===== config.mk =====
export PLATFORM = sky130hd
export DESIGN_NAME = dual_stepper_half_step_sequencer
export DESIGN_NICKNAME = d
export VERILOG_FILES = /design/src/hdl/dss_pkg.sv /design/src/hdl/dual_stepper_half_step_sequencer.sv
export SDC_FILE = /design/constraint.sdc
export NUM_CORES = 1
export LEC_CHECK = 0
export BUFFER_PORTS_ARGS = -buffer_cell sky130_fd_sc_hd__buf_2
export CAP_MARGIN = 10
export CORE_MARGIN = 2
export CORE_UTILIZATION = 50
export CTS_CLUSTER_DIAMETER = 40
export DETAILED_ROUTE_END_ITERATION = 7
export PLACE_DENSITY = 0.67
export SYNTH_ARGS = -nofsm -noshare
export SYNTH_HDL_FRONTEND = slang
export SYNTH_SLANG_ARGS = --single-unit

===== constraint.sdc =====
create_clock -name clock -period 6.9 [get_ports clock]
set_clock_uncertainty 0.2 [all_clocks]
set_input_delay 0.69 -clock clock [delete_from_list [all_inputs] [get_ports clock]]
set_output_delay 0.69 -clock clock [all_outputs]
set_load 0.02 [all_outputs]

===== src/hdl/dss_pkg.sv =====
// -----------------------------------------------------------------------------
// Dual stepper sequencer package
// Shared widths, input modes, the half-step coil table and the result layout.
// -----------------------------------------------------------------------------
package dss_pkg;

   // Width of the countdown and step counters (valid range 8 to 32)
   localparam int COUNT_WIDTH = 16;
   localparam int FIELD_WIDTH = 16;
   localparam int WIDE_WIDTH  = (COUNT_WIDTH > FIELD_WIDTH) ? COUNT_WIDTH : FIELD_WIDTH;
   localparam int PHASE_WIDTH = 3;
   localparam int COIL_WIDTH  = 4;
   localparam int NUM_MOTORS  = 2;
   localparam int MOTOR_A     = 0;
   localparam int MOTOR_B     = 1;

   localparam logic [COUNT_WIDTH-1:0] RESET_COUNTDOWN = COUNT_WIDTH'(100);
   localparam logic [COUNT_WIDTH-1:0] LOAD_COUNTDOWN  = COUNT_WIDTH'(1);

   typedef enum logic [1:0] {
      MODE_TICK   = 2'd0,
      MODE_LOAD   = 2'd1,
      MODE_STOP_A = 2'd2,
      MODE_STOP_B = 2'd3
   } mode_type;

   typedef logic [COUNT_WIDTH-1:0] count_type;

   typedef struct packed {
      logic [COIL_WIDTH-1:0]  coils_a;
      logic [COIL_WIDTH-1:0]  coils_b;
      logic                   stepped_a;
      logic                   stepped_b;
      logic [FIELD_WIDTH-1:0] steps_left_a;
      logic [FIELD_WIDTH-1:0] steps_left_b;
   } result_type;

   // Half-step pattern: bit0 orange, bit1 yellow, bit2 pink, bit3 blue
   function automatic logic [COIL_WIDTH-1:0] phase_pattern(input logic [PHASE_WIDTH-1:0] idx);
      logic [COIL_WIDTH-1:0] pat;
      case (idx)
         3'd0:    pat = 4'h8;
         3'd1:    pat = 4'hC;
         3'd2:    pat = 4'h4;
         3'd3:    pat = 4'h6;
         3'd4:    pat = 4'h2;
         3'd5:    pat = 4'h3;
         3'd6:    pat = 4'h1;
         default: pat = 4'h9;
      endcase
      return pat;
   endfunction

   // Widen or trim a 16-bit input field to counter width
   function automatic count_type field_to_count(input logic [FIELD_WIDTH-1:0] field);
      logic [WIDE_WIDTH-1:0] wide;
      wide = WIDE_WIDTH'(field);
      return wide[COUNT_WIDTH-1:0];
   endfunction

   // Low 16 bits of a counter for the result fields
   function automatic logic [FIELD_WIDTH-1:0] count_to_field(input count_type count);
      logic [WIDE_WIDTH-1:0] wide;
      wide = WIDE_WIDTH'(count);
      return wide[FIELD_WIDTH-1:0];
   endfunction

endpackage


===== src/hdl/dual_stepper_half_step_sequencer.sv =====
// -----------------------------------------------------------------------------
// Dual stepper half-step sequencer
// Drives two unipolar steppers in eight-phase half-step from tick, load and
// end-stop transactions.
// -----------------------------------------------------------------------------
// Usage:
//   req_* channel: one transaction per item; req_mode selects tick, load of
//   both motors, or end-stop of motor a or b. The step/period/direction fields
//   are used only by a load.
//   rsp_* channel: exactly one result per request, in order: coil drive of
//   both motors, a stepped flag for each, and the steps left after the item.
//   Result: registered in the result register, or parked in the skid while stalled.
//   Throughput: one transaction per cycle while req_ready is high; the motor
//   state updates in a single pass of logic from request to result register.
//   Stall: a skid register holds one extra result while rsp_ready is low, so
//   req_ready drops only once both the result register and the skid are full;
//   req_ready is driven by a register alone.
//   Reset: countdowns go to 100, steps, periods, phases and coils to zero,
//   move flags clear, and both result stages empty.
// -----------------------------------------------------------------------------
module dual_stepper_half_step_sequencer (
   input  logic        clock,
   input  logic        reset,
   input  logic        req_valid,
   output logic        req_ready,
   input  logic [1:0]  req_mode,
   input  logic [15:0] req_steps_a,
   input  logic [15:0] req_period_a,
   input  logic        req_direction_a,
   input  logic [15:0] req_steps_b,
   input  logic [15:0] req_period_b,
   input  logic        req_direction_b,
   output logic        rsp_valid,
   input  logic        rsp_ready,
   output logic [3:0]  rsp_coils_a,
   output logic [3:0]  rsp_coils_b,
   output logic        rsp_stepped_a,
   output logic        rsp_stepped_b,
   output logic [15:0] rsp_steps_left_a,
   output logic [15:0] rsp_steps_left_b
);

   localparam int NM = dss_pkg::NUM_MOTORS;
   localparam int PW = dss_pkg::PHASE_WIDTH;
   localparam int CW = dss_pkg::COIL_WIDTH;

   // Motor state
   dss_pkg::count_type countdown_ff [NM];
   dss_pkg::count_type countdown_in [NM];
   logic               pending_ff   [NM];
   logic               pending_in   [NM];
   dss_pkg::count_type steps_ff     [NM];
   dss_pkg::count_type steps_in     [NM];
   dss_pkg::count_type period_ff    [NM];
   dss_pkg::count_type period_in    [NM];
   logic               dir_ff       [NM];
   logic               dir_in       [NM];
   logic [PW-1:0]      phase_ff     [NM];
   logic [PW-1:0]      phase_in     [NM];
   logic [CW-1:0]      coil_ff      [NM];
   logic [CW-1:0]      coil_in      [NM];

   // Load fields and step flags per motor
   dss_pkg::count_type load_steps  [NM];
   dss_pkg::count_type load_period [NM];
   logic               load_dir    [NM];
   logic               stepped     [NM];
   dss_pkg::count_type dec_count   [NM];

   // Result register and skid
   dss_pkg::result_type result;
   dss_pkg::result_type main_ff, main_in;
   dss_pkg::result_type skid_ff, skid_in;
   logic                main_valid_ff, main_valid_in;
   logic                skid_valid_ff, skid_valid_in;
   logic                accept;
   logic                drain;
   dss_pkg::mode_type   mode;

   assign req_ready = ~skid_valid_ff;
   assign accept    = req_valid & req_ready;
   assign drain     = rsp_ready | ~main_valid_ff;
   assign mode      = dss_pkg::mode_type'(req_mode);

   assign load_steps[dss_pkg::MOTOR_A]  = dss_pkg::field_to_count(req_steps_a);
   assign load_steps[dss_pkg::MOTOR_B]  = dss_pkg::field_to_count(req_steps_b);
   assign load_period[dss_pkg::MOTOR_A] = dss_pkg::field_to_count(req_period_a);
   assign load_period[dss_pkg::MOTOR_B] = dss_pkg::field_to_count(req_period_b);
   assign load_dir[dss_pkg::MOTOR_A]    = req_direction_a;
   assign load_dir[dss_pkg::MOTOR_B]    = req_direction_b;

   always_comb begin
      for (int m = 0; m < NM; m++) begin
         countdown_in[m] = countdown_ff[m];
         pending_in[m]   = pending_ff[m];
         steps_in[m]     = steps_ff[m];
         period_in[m]    = period_ff[m];
         dir_in[m]       = dir_ff[m];
         phase_in[m]     = phase_ff[m];
         coil_in[m]      = coil_ff[m];
         stepped[m]      = 1'b0;
         dec_count[m]    = countdown_ff[m] - dss_pkg::COUNT_WIDTH'(1);
         unique case (mode)
            dss_pkg::MODE_TICK: begin
               countdown_in[m] = dec_count[m];
               if ((steps_ff[m] != '0) && pending_ff[m]) begin
                  stepped[m]    = 1'b1;
                  coil_in[m]    = dss_pkg::phase_pattern(phase_ff[m]);
                  phase_in[m]   = dir_ff[m] ? phase_ff[m] + PW'(1) : phase_ff[m] - PW'(1);
                  steps_in[m]   = steps_ff[m] - dss_pkg::COUNT_WIDTH'(1);
                  pending_in[m] = 1'b0;
               end
               // reload and arm the next step
               if (dec_count[m] == '0) begin
                  countdown_in[m] = period_ff[m];
                  pending_in[m]   = 1'b1;
               end
            end
            dss_pkg::MODE_LOAD: begin
               steps_in[m]     = load_steps[m];
               period_in[m]    = load_period[m];
               dir_in[m]       = load_dir[m];
               countdown_in[m] = dss_pkg::LOAD_COUNTDOWN;
               pending_in[m]   = 1'b0;
            end
            dss_pkg::MODE_STOP_A: begin
               if (m == dss_pkg::MOTOR_A) steps_in[m] = '0;
            end
            dss_pkg::MODE_STOP_B: begin
               if (m == dss_pkg::MOTOR_B) steps_in[m] = '0;
            end
            default: begin
            end
         endcase
      end
   end

   always_comb begin
      result.coils_a      = coil_in[dss_pkg::MOTOR_A];
      result.coils_b      = coil_in[dss_pkg::MOTOR_B];
      result.stepped_a    = stepped[dss_pkg::MOTOR_A];
      result.stepped_b    = stepped[dss_pkg::MOTOR_B];
      result.steps_left_a = dss_pkg::count_to_field(steps_in[dss_pkg::MOTOR_A]);
      result.steps_left_b = dss_pkg::count_to_field(steps_in[dss_pkg::MOTOR_B]);
   end

   // Output register with one-entry skid
   always_comb begin
      main_in       = main_ff;
      main_valid_in = main_valid_ff;
      skid_in       = skid_ff;
      skid_valid_in = skid_valid_ff;
      if (drain) begin
         if (skid_valid_ff) begin
            main_in       = skid_ff;
            main_valid_in = 1'b1;
            skid_valid_in = 1'b0;
         end else begin
            main_in       = result;
            main_valid_in = accept;
         end
      end else if (accept) begin
         // hold the stalled result, park the new one
         skid_in       = result;
         skid_valid_in = 1'b1;
      end
   end

   always_ff @(posedge clock) begin
      if (reset) begin
         main_valid_ff <= 1'b0;
         skid_valid_ff <= 1'b0;
         for (int m = 0; m < NM; m++) begin
            countdown_ff[m] <= dss_pkg::RESET_COUNTDOWN;
            pending_ff[m]   <= 1'b0;
            steps_ff[m]     <= '0;
            period_ff[m]    <= '0;
            dir_ff[m]       <= 1'b0;
            phase_ff[m]     <= '0;
            coil_ff[m]      <= '0;
         end
      end else begin
         main_valid_ff <= main_valid_in;
         skid_valid_ff <= skid_valid_in;
         if (accept) begin
            for (int m = 0; m < NM; m++) begin
               countdown_ff[m] <= countdown_in[m];
               pending_ff[m]   <= pending_in[m];
               steps_ff[m]     <= steps_in[m];
               period_ff[m]    <= period_in[m];
               dir_ff[m]       <= dir_in[m];
               phase_ff[m]     <= phase_in[m];
               coil_ff[m]      <= coil_in[m];
            end
         end
      end
   end

   always_ff @(posedge clock) begin
      main_ff <= main_in;
      skid_ff <= skid_in;
   end

   assign rsp_valid        = main_valid_ff;
   assign rsp_coils_a      = main_ff.coils_a;
   assign rsp_coils_b      = main_ff.coils_b;
   assign rsp_stepped_a    = main_ff.stepped_a;
   assign rsp_stepped_b    = main_ff.stepped_b;
   assign rsp_steps_left_a = main_ff.steps_left_a;
   assign rsp_steps_left_b = main_ff.steps_left_b;

endmodule


== Yosys cells after proc, flatten, opt, wreduce, memory -nomap -nowiden ==
Memory sizes are Yosys's and may differ from the RTL's.
Index checks and enable logic that the tools add are counted.

* Register bits after elaboration: 86
* Output and inout bits: 44
* Input bits: 72
* Word-level logic and storage cells: 129
* Memory bits (read-only): 0
* Memory bits (writable): 114
* Latch bits: 0
* Memories kept: 7

* $lt $le $gt $ge: 0
* Bitwise logic cells: 19
* Reductions and logical operators: 11
* Add/subtract/negate cells: 8
* Shifts and indexed selects: 0
* Equality and inequality tests: 15
* Multipliers: 0
* Multiplexer cells: 55
* Div/mod/pow operators: 0

{| class="wikitable"
|+ Memory list
! name !! depth !! width !! rd ports !! clocked after Yosys merged registers in !! wr ports !! RTL line !! source
|-
| countdown_ff || 2 || 16 || 2 || 0 || 2 || dual_stepper_half_step_sequencer.sv:48 || <nowiki>dss_pkg::count_type countdown_ff [NM];</nowiki>
|-
| period_ff || 2 || 16 || 2 || 0 || 2 || dual_stepper_half_step_sequencer.sv:54 || <nowiki>dss_pkg::count_type period_ff [NM];</nowiki>
|-
| steps_ff || 2 || 16 || 2 || 0 || 2 || dual_stepper_half_step_sequencer.sv:52 || <nowiki>dss_pkg::count_type steps_ff [NM];</nowiki>
|-
| coil_ff || 2 || 4 || 2 || 0 || 2 || dual_stepper_half_step_sequencer.sv:60 || <nowiki>logic [CW-1:0] coil_ff [NM];</nowiki>
|-
| phase_ff || 2 || 3 || 2 || 0 || 2 || dual_stepper_half_step_sequencer.sv:58 || <nowiki>logic [PW-1:0] phase_ff [NM];</nowiki>
|-
| dir_ff || 2 || 1 || 2 || 0 || 2 || dual_stepper_half_step_sequencer.sv:56 || <nowiki>logic dir_ff [NM];</nowiki>
|-
| 1 more memories || - || - || - || - || - || - ||
|}

{| class="wikitable"
|+ Operators by type and width
! operator !! count
|-
| 2-to-1 mux 16 bit || 12
|-
| case mux 16 bit (3 select lines) || 2
|-
| case mux 16 bit (2 select lines) || 2
|-
| subtractor 16 x 1 -> 16 bit, second input constant || 4
|-
| case mux 4 bit (7 select lines) || 2
|-
| 2-to-1 mux 42 bit || 1
|-
| logical NOT 16 bit || 2
|-
| nonzero test 16 bit || 2
|-
| 2-to-1 mux 3 bit || 8
|-
| 2-to-1 mux 4 bit || 6
|-
| 2-to-1 mux 1 bit || 20
|-
| equality test 3 bit, second input constant || 6
|-
| bitwise OR 1 bit || 15
|-
| equality test 3 x 2 -> 1 bit, second input constant || 4
|-
| adder 3 x 1 -> 3 bit, second input constant || 2
|-
| equality test 3 x 1 -> 1 bit, second input constant || 2
|-
| logical NOT 3 bit || 2
|-
| subtractor 3 x 1 -> 3 bit, second input constant || 2
|-
| equality test 2 bit, second input constant || 2
|-
| case mux 1 bit (2 select lines) || 2
|-
| NOT 1 bit || 3
|-
| equality test 2 x 1 -> 1 bit, second input constant || 1
|-
| logical AND 1 bit || 2
|-
| logical NOT 2 bit || 1
|-
| other kinds (3) || 3
|}

== Depth between registers and ports, before layout ==
* Depth after elaboration: 6
* Depth in mapped cells: 11
* Mapped depth without buffers: 8

== Least setup slack after synthesis ==
OpenSTA, ideal clock, no wires.

* Path type: input port to flip-flop
* Start: input rsp_ready
* End: register skid_ff[0] (netlist bit) (enable)
* Path buffers: 0
* Arrival time: 3,665 ps
* Required time: 6,258 ps
* Stages: 2
* Setup time: 442 ps
* Path slack: 2,593 ps
* Path through: nand2b_1 > nor2_1

* Cells in the longest elaborated chain, start to end: 3

{| class="wikitable"
|+ RTL lines
! what !! RTL line !! source
|-
| start: declaration || dual_stepper_half_step_sequencer.sv:34 || <nowiki>input logic rsp_ready,</nowiki>
|-
| bitwise OR 1 bit || dual_stepper_half_step_sequencer.sv:82 || <nowiki>assign drain = rsp_ready | ~main_valid_ff;</nowiki>
|-
| NOT 1 bit (no line) || - ||
|-
| AND reduction 2 bit (no line) || - ||
|-
| end signal: assignment || dual_stepper_half_step_sequencer.sv:201 || <nowiki>skid_ff <= skid_in;</nowiki>
|-
| end: declaration || dual_stepper_half_step_sequencer.sv:73 || <nowiki>dss_pkg::result_type skid_ff, skid_in;</nowiki>
|}

No other way between the ends.
A chain may end at the register's enable or synchronous reset.

==> flow_metrics.env <==
export IMPL_fmax_mhz=300
export IMPL_postCtsHoldBufs=0
export IMPL_grt_max_degree=74
export IMPL_fp_coreArea_sq_um=20300
export IMPL_vias=7095
export IMPL_cts_sinks=200
export IMPL_cts_setup_buffers=0
export IMPL_die_area_sq_um=21900
export IMPL_clock_path_buffers=2
export IMPL_maxSlewViolCount=0
export IMPL_yosysTopAreaCellShare_pct=57.3
export IMPL_power_density_nw_per_um2=239
export IMPL_fill_cells=1718
export IMPL_hp_class="in -> reg"
export IMPL_die_x_um=148
export IMPL_drt_initial_drc_count=523
export IMPL_startpoint_type="flop"
export IMPL_final_hold_violation_count=0
export IMPL_setup_tns_final_ns=0
export IMPL_synth_distinct_cells=86
export IMPL_grtUsageTotal_pct=20.7
export IMPL_setup_viol=0
export IMPL_dpl_cell_area_sq_um=11100
export IMPL_synthArstFlopShare_pct=0
export IMPL_max_slew_margin_pct=24.4
export IMPL_p_comb_share_pct=12.4
export IMPL_die_h_um=148
export IMPL_rsz0062_at_grt="no"
export IMPL_tightestPinTransition_ns=1.13
export IMPL_nNetsFinal=1044
export IMPL_ys_seq_elements=200
export IMPL_cts_resized=0
export IMPL_critical_path_arrival_ns=3.18
export IMPL_ys_warn_count=0
export IMPL_static_leakage_power_nw=4.40
export IMPL_synthTopCellsByArea="edfxtp_1, and2_1, mux2_2"
export IMPL_wl_um=22200
export IMPL_portBuffers=115
export IMPL_period_share_pct=48.2
export IMPL_netlist_area_sq_um=10400
export IMPL_synth_seq_area_share_pct=57.7
export IMPL_dr_pass1_iters=5
export IMPL_synth_nets=950
export IMPL_cap_viol_max_count=0
export IMPL_ios=116
export IMPL_pwr_share_seq_pct=53.3
export IMPL_yosys_area_top_type="edfxtp_1"
export IMPL_initial_core_util_pct=51.1
export IMPL_post_drt_wl_per_cell_um=17.9
export IMPL_p_switching_w=0.000753
export IMPL_p_sw_share_pct=26.9
export IMPL_pwr_share_clk_pct=34.3
export IMPL_cts_tree="yes"
export IMPL_grt_pass1_vias=6764
export IMPL_r2r_worst_path_cells=3
export IMPL_design_area_sq_um=11700
export IMPL_postRouteAntennaNets=0
export IMPL_synth_edff_count=198
export IMPL_cts_reportedPaths_clkPinSlew_ns=0.07
export IMPL_period_needed_ns=3.33
export IMPL_status="complete, no violations"
export IMPL_grt_antenna_before_repair=1
export IMPL_r2r_slack_ns=3.57
export IMPL_p_int_w=0.00204
export IMPL_drc_errors=0
export IMPL_num_rows=52
export IMPL_cts_root_buffer="clkbuf_16"
export IMPL_synth_ff_type="edfxtp_1"
export IMPL_final_cell_mix="edfxtp_1, buf_2, and2_1"
export IMPL_htree_levels=4
export IMPL_cp_end_kind="flop"
export IMPL_hold_slack_ns=0.319
export IMPL_cts_buffers_inserted=17
export IMPL_syn_instance_count=860
export IMPL_hpwlAfterDp_um=14100
export IMPL_crit_type="reg -> reg"
export IMPL_viasPerCell=5.73
export IMPL_peakVddDrop_v=0.000170
export IMPL_avgSynthCellArea_sq_um=12.1
export IMPL_grt_remaining_overflow=0
export IMPL_final_common_cell="edfxtp_1"
export IMPL_grt_pass1_wl_um=35400
export IMPL_insertion_delay_ns=0.44
export IMPL_drive_gt1_share_pct=22.4
export IMPL_cp_data_required_time_ns=6.76
export IMPL_hold_depth=2
export IMPL_syn_to_final_growth_pct=12.8
export IMPL_crit_fanout=37
export IMPL_place_congestion=0.856
-- cell type report --
type / count / area (sq um) / area share (%)
diodes: 1 / 2.50 / 0.0214
clock buffers: 18 / 429 / 3.67
clock inverters: 14 / 126 / 1.08
inverters: 35 / 131 / 1.12
multi-input cells: 578 / 4060 / 34.7
flip-flops and latches: 200 / 5990 / 51.2
well taps: 270 / 338 / 2.89
repair buffers: 122 / 628 / 5.37
-- synthesized netlist by cell type, types with 3 or more instances --
library cell	count
o31ai_1	4
edfxtp_1	198
buf_6	3
o22ai_1	13
nand4_1	23
o21ai_1	6
nor2b_1	8
o21a_1	3
and2_1	69
ha_1	18
a2bb2oi_1	3
nor4_1	15
and3_1	4
nand2_1	40
nor4b_1	4
xnor2_1	11
a21oi_1	50
or3_1	7
clkbuf_1	35
nor4_2	3
nand3_1	10
o21ai_0	26
mux2_2	32
a31oi_1	8
a221o_1	3
a211oi_1	3
or4_4	3
o21bai_1	4
or4_1	4
xor2_1	28
nor4_4	3
inv_1	33
and4_1	3
o211ai_1	4
o311ai_0	3
nor3_1	15
nand2b_1	5
nor3b_1	4
buf_2	3
buf_4	3
mux2i_1	21
o2111ai_1	3
nor2_1	64
-- state kept, by name (all words and copies together) (netlist names) --
name	count
skid_ff	42
countdown_ff	32
period_ff	32
steps_ff	32
rsp_steps_left_a	16
rsp_steps_left_b	16
coil_ff	8
phase_ff	6
rsp_coils_a	4
rsp_coils_b	4
dir_ff	2
pending_ff	2
rsp_stepped_a	1
rsp_stepped_b	1
rsp_valid	1
skid_valid_ff	1
-- final timing paths --
check                                         to                        from
hold / removal        dir_ff[0][1]$_SDFFCE_PN0P_             req_direction_b
hold reg to reg    rsp_steps_left_b[7]$_DFFE_PP_        skid_ff[7]$_DFFE_PP_
setup / recovery  period_ff[0][12]$_SDFFCE_PN0P_  skid_valid_ff$_SDFFE_PP0P_
setup reg to reg  period_ff[0][12]$_SDFFCE_PN0P_  skid_valid_ff$_SDFFE_PP0P_
-- through the flow --
| step | setup WS, ns | power [W] | util [%] | cells |
|---|---|---|---|---|
| after global placement | 3.47 | 0.00186 | 54.9 | 1205 |
| final | 3.57 | 0.00280 | 57.6 | 1238 |
| after global routing | 3.21 | 0.00291 | 57.6 | 1237 |
| after CTS | 3.49 | 0.00281 | 57.6 | 1237 |
| after detailed placement | 3.38 | 0.00186 | 54.9 | 1205 |
| after floorplan | 2.59 | 0.00175 | - | 860 |
-- logic make-up after synthesis --
logic type | count (synthesis) | share of synthesized area, %
XOR/XNOR | 39 | 3.29
adder cells (fa/ha/maj) | 18 | 2.17
multiplexers | 53 | 5.50
buffers and inverters | 82 | 3.49
AO/OA/AOI/OAI | 165 | 10.6
AND/OR/NAND/NOR | 303 | 17.2
flip-flops | 200 | 57.7
-- per-layer routing --
metal | part of all wire [%] | GRT usage [%] | routed length [um] | up-vias
met5 | 0 | 0 | 0 | -
met4 | 1.7 | 6.67 | 386 | 0
met3 | 5.0 | 3.49 | 1120 | 27
met2 | 45 | 31.1 | 9950 | 205
met1 | 48 | 30.9 | 10700 | 3425
li1 | - | - | - | 3438
-- worst max-delay path: stages (launching register included) --
cell and delay (ns):
dfxtp_1 0.54, inv_2 0.74, nand2_1 0.48, o21bai_4 0.97
-- power groups by stage --
stage / Clock (W) / Sequential [W] / Combinational [W]
6_report: 0.000961 / 0.00149 / 0.000347
5_1_grt: 0.00102 / 0.00150 / 0.000384
4_1_cts: 0.000974 / 0.00149 / 0.000348
3_5_place_dp: 0 / 0.00152 / 0.000345
3_3_place_gp: 0 / 0.00151 / 0.000342
2_1_floorplan: 0 / 0.00154 / 0.000211
(Power assumes the default switching activity.)
